--- src/hdl/sete_ram.sv ---
// Generic simple dual-port RAM: one write port, one read port, registered read.
// No dependencies.
`default_nettype none
module sete_ram #(
  parameter int WIDTH = 8,
  parameter int DEPTH = 256
) (
  input  wire logic                     clk,
  input  wire logic                     we,
  input  wire logic [$clog2(DEPTH)-1:0] waddr,
  input  wire logic [WIDTH-1:0]         wdata,
  input  wire logic [$clog2(DEPTH)-1:0] raddr,
  output logic      [WIDTH-1:0]         rdata
);
  logic [WIDTH-1:0] mem [DEPTH];

  always_ff @(posedge clk) begin
    if (we) begin
      mem[waddr] <= wdata;
    end
    rdata <= mem[raddr];
  end
endmodule
`default_nettype wire

--- config.mk ---
export PLATFORM = sky130hd
export DESIGN_NAME = sete_ram
export DESIGN_NICKNAME = d
export VERILOG_FILES = /design/src/hdl/sete_ram.sv
export SDC_FILE = /design/constraint.sdc
export NUM_CORES = 2
export LEC_CHECK = 0
export BUFFER_PORTS_ARGS = -buffer_cell sky130_fd_sc_hd__buf_4
export CORE_ASPECT_RATIO = 1.5
export CORE_MARGIN = 2
export CORE_UTILIZATION = 40
export DETAILED_ROUTE_END_ITERATION = 8
export MAX_ROUTING_LAYER = met4
export PLACE_DENSITY = 0.53
export SLEW_MARGIN = 20
export SYNTH_ARGS = -nofsm -noshare
export SYNTH_HDL_FRONTEND = slang
export SYNTH_SLANG_ARGS = --single-unit
--- constraint.sdc ---
create_clock -name clk -period 2.5 [get_ports clk]
set_input_delay 0.125 -clock clk [delete_from_list [all_inputs] [get_ports clk]]
set_output_delay 0.125 -clock clk [all_outputs]
set_load 0.1 [all_outputs]
**Yosys cells after proc, flatten, opt, wreduce, memory -nomap -nowiden**

Memories as Yosys holds them, arrays and structs flattened. A register that Yosys moved wholly into a read port is not among the register bits.
Index checks and enable logic that the tools add are counted.

- Register bits: 0
- Memory bits (writable): 2048
- Output and inout bits: 8
- Memories: 1

- Mux-type cells: 2

Memory list:

| name | words | bits a word | read ports | clocked after Yosys merged registers in | write ports | line | source |
|---|---|---|---|---|---|---|---|
| mem | 256 | 8 | 1 | 1 | 1 | 15 | `logic [WIDTH-1:0] mem [DEPTH];` |

Operators with widths:

| operator | number |
|---|---|
| 1-bit two-way mux | 2 |

**Logic depth before layout (Yosys ltp)**

- Word-level depth: 2
- Mapped depth: 11
- Gate-level depth less buffers: 6

**Worst setup path before layout**

No wires, ideal clock.

- Path kind: input to register
- Start point: input port raddr[0]
- End point: register rdata[2], read port of mem
- Arrival: 1932 ps
- Path slack: 437 ps
- Stages on the path: 9
- Cell sequence: buf_6 > buf_12 > buf_8 > buf_2 > mux4_2 > a22oi_1 > a21oi_1 > nor4_1 > nor4_2

RTL lines:

| what | line | source |
|---|---|---|
| from (decl) | 12 | `input wire logic [$clog2(DEPTH)-1:0] raddr,` |
| to (decl) | 13 | `output logic [WIDTH-1:0] rdata` |

==> impl_results.md <==
- Outcome: complete, but fails checks
- Failing checks: setup timing
- Gr usage total: about 22%
- Synthesis-to-finish area growth: 18.1%
- Largest family of logic cells by synthesized area: multiplexers
- Share of cells above drive strength 1: 32.0%
- Sequential power share: a little over half
- 1st-iter DRT viols: approximately 4,000
- Slew HR: about 46%
- Routed WL: between 200,000 and 250,000 um
- Storage cell area: between 0.06 and 0.07 mm2
- Routed Antenna Nets: 0
- Core Footprint: between 0.15 and 0.2 mm2
- Arrival time at the worst endpoint: 3.22 ns
- PnR worst setup slack: -0.00599 ns
- Global route hottest layer: met2
- Met1 Use GR: 26.7%
- P_sw: approximately 15,000 uW
- Syn Inst Count: about 3,700
- Die H: between 500 and 600 um
- RSZ-0062 raised after global routing: no
- Hold Fails Final Rpt: 0
- Via count: around 40,000
- Int Pwr: between 50,000 and 60,000 uW
- Grt met2 use: 38.9%
- Starting Density: 40.2%
- Crit path cell chain: mux4_2 -> a22oi_1 -> a31oi_1 -> nor4_1 -> buf_4 -> nor4_1
- CP Class: reg2reg
- Post-synthesis compound-gate area fraction: 3.42%
- P_leak: 0.0301 uW
- Die Wd: 368 um
- Worst skew pair latency: roughly 0.84 ns
- Clk_skew: between 0.04 and 0.05 ns
- Most frequent cells in the layout: 2,048 x edfxtp_1, 621 x buf_4, 454 x mux4_2, 279 x nor2_1, 197 x clkbuf_16
- Multiplexer area fraction after synthesis: 14.6%
- CP startpoint kind: flip-flop
- Most used DFF post-synth: edfxtp_1
- H-tree Lvls: 4
- Io pins: 34
- Seq/Total Area, Yosys: between 70% and 80%
- # nets final: around 4,400
- #FFs+latches synth: between 2,000 and 2,500
- Total global routing overflow: 0
- Max Fanout on Critical Path: 1
- Clock share of power: between 40% and 50%
- Area of the multi-input gates: 0.0166 mm2
- First-pass GRT wire length: between 300,000 and 400,000 um
- Global placement routability congestion: approximately 0.86
- CTS root buf: clkbuf_16
- Synth Area in Simple Gates: 2.63%
- Clock sink count: approximately 2,000
- Total CTS buffers: just under 200
- Leading area contributor after synthesis: edfxtp_1
- Comb pwr share: around 6%
- Vias in the first global route: 41,500
- Clock-pin transition on the worst setup and hold timing paths: around 0.070 ns
- Sum Neg Setup Slack: -0.00599 ns
- Fillcell total: roughly 16,000
- WHS: between 0.09 and 0.1 ns
- DRC viols: 0
- Maximum number of pins on one net before global-route repair: between 80 and 90
- Crit-path most repeated cell: nor4_1
- Worst EP required: approximately 3.2 ns
- Hpwl dp: approximately 150,000 um
- Slowest-stage cell, CP: nor4_1
- XOR/XNOR Fraction of Synth Area: 0%
- Distinct cells, synth: 55
- Number of port buffers: 33
- Row count: 200
- Switching portion of total power: between 20 and 25%
- DR WL/cell: 29.9 um
- Adder-Cell Fraction of Synth Area: 0%
- Vias per std cell: about 5.6
- Async set-or-reset flop fraction in the synthesized netlist: 0%
- Critical Path End Type: flip-flop
- PwrDens: 750 mW/mm2
- Initial antenna violation count: 7
- Kind of cell adding the most delay to the critical path: simple AND/OR/NAND/NOR gates
- Minimum clock period: 2.51 ns
- DRT Pass-1 Iters: 5
- Synth area leaders: edfxtp_1 77%, mux4_2 13%, mux2i_1 1.7%, nor2_1 1.3%, a22oi_1 1.3%
- Tightest Pin Transition: just over 0.8 ns
- Ys Warns: 0
- GR Util met3: about 2.3%
- Peak VDD IR: 0.515 mV
- Final count of negative-setup-slack endpoints: 1
- MaxCap Viol Count: 0
- Syn nets: about 3,800
- Die Area: between 0.2 and 0.25 mm2
- CTS max path bufs: 4
- Mapped Avg Cell Area: between 20 and 25 um2
- Netlist Area Pre-Place: roughly 0.08 mm2
- Post-synth EDFFs: 2,048
- Worst stage delay on the critical path: 0.60 ns
- Synth top area share: between 70% and 80%
- WP buf/inv: 1
- Tightest Hold Check Type: in2reg
- Period Utilization, post-route: 100%
- Max Fclk: approximately 0.40 GHz
- CTS tree: yes
- Most common cell after layout, fill and taps aside: edfxtp_1
- Slew Limit Fails: 0
==> routing by layer <==
layer / vias to the layer above / routed length [um]
met5: - / 0
met4: 0 / 5620
met3: 294 / 9430
met2: 1055 / 116000
met1: 21600 / 84000
li1: 17000 / -
==> final timing paths <==
path	slack, ns	to	startpoint	cells past startpoint
setup reg to reg	-0.006	rdata[3]	mem[178][3]	6
setup / recovery	-0.006	rdata[3]	mem[178][3]	6
hold reg to reg	1.04	rdata[6]	mem[15][6]	6
hold / removal	0.09	mem[220][1]	we	4
==> repair_timing <==
item | 4_1_cts | 5_1_grt
pin swaps | 1 | 0
hold buffers | 14 | 0
hold endpoints to repair | 953 | 0
resized for setup | 6 | 2
setup buffers | 0 | 0
setup endpoints to repair | 5 | 2
==> cells in the mapped netlist, types with 3 or more instances <==
| cell | count |
|---|---|
| o221ai_1 | 46 |
| nor4_1 | 24 |
| a21oi_1 | 96 |
| buf_8 | 13 |
| a221oi_1 | 13 |
| o22ai_1 | 28 |
| buf_12 | 8 |
| or2_2 | 4 |
| nand2b_1 | 8 |
| buf_1 | 22 |
| nand2_1 | 33 |
| a22o_1 | 8 |
| edfxtp_1 | 2048 |
| o32ai_1 | 4 |
| o21ai_0 | 10 |
| o22a_1 | 5 |
| nand3_1 | 34 |
| dfxtp_1 | 8 |
| nor3_1 | 22 |
| nor2_1 | 282 |
| and2_1 | 6 |
| mux2i_1 | 134 |
| nor2b_1 | 31 |
| a22oi_1 | 133 |
| buf_2 | 31 |
| a211oi_1 | 16 |
| o211ai_1 | 10 |
| nand4_1 | 10 |
| mux4_2 | 454 |
| clkbuf_1 | 111 |
| nor4_2 | 3 |
| buf_6 | 21 |
| buf_4 | 27 |
==> metrics by stage <==
step | area [um2] | total power [uW] | worst slack, ns | utilization (%) | cells
detailed placement | 87800 | 43100 | -0.837 | 44.4 | 6834
CTS | 93900 | 71200 | -0.0259 | 47.5 | 7181
floorplan | 79600 | 40800 | 0.437 | - | 3733
global route | 93900 | 72400 | 0.00905 | 47.5 | 7185
global placement | 87800 | 43100 | -0.833 | 44.4 | 6834
finish | 93900 | 70500 | -0.00599 | 47.5 | 7187
==> worst reg2reg max path, stage by stage, from the launching register on <==
cell and delay [ns]:
edfxtp_1 0.36, mux4_2 0.48, a22oi_1 0.46, a31oi_1 0.16, nor4_1 0.60, buf_4 0.27, nor4_1 0.07
==> power by group through the flow <==
stage	logic (uW)	registers, uW	clock network (uW)
final	4280	38000	28200
after floorplan	1850	38900	0
after global routing	4520	38000	29900
after global placement	4290	38800	0
after CTS	4360	38000	28800
after detailed placement	4320	38800	0
==> area by class of cell <==
type	count	share of cell area, %
Sequential cell	2056	65.6
Multi-Input combinational cell	1442	17.7
Timing Repair Buffer	722	6.91
Clock buffer	241	5.49
Tap cell	2626	3.50
Clock inverter	92	0.777
Antenna cell	6	0.0160
Inverter	2	0.00799
==> registers in the layout, indices dropped and copies added (netlist names) <==
| register | cells |
|---|---|
| rdata | 8 |
| mem | 2048 |
==> cell families after synthesis <==
logic type,Yosys count
AO/OA/AOI/OAI,385
flip-flops,2056
AND/OR/NAND/NOR,466
buffers and inverters,235
multiplexers,591
(Power assumes the default switching activity.)
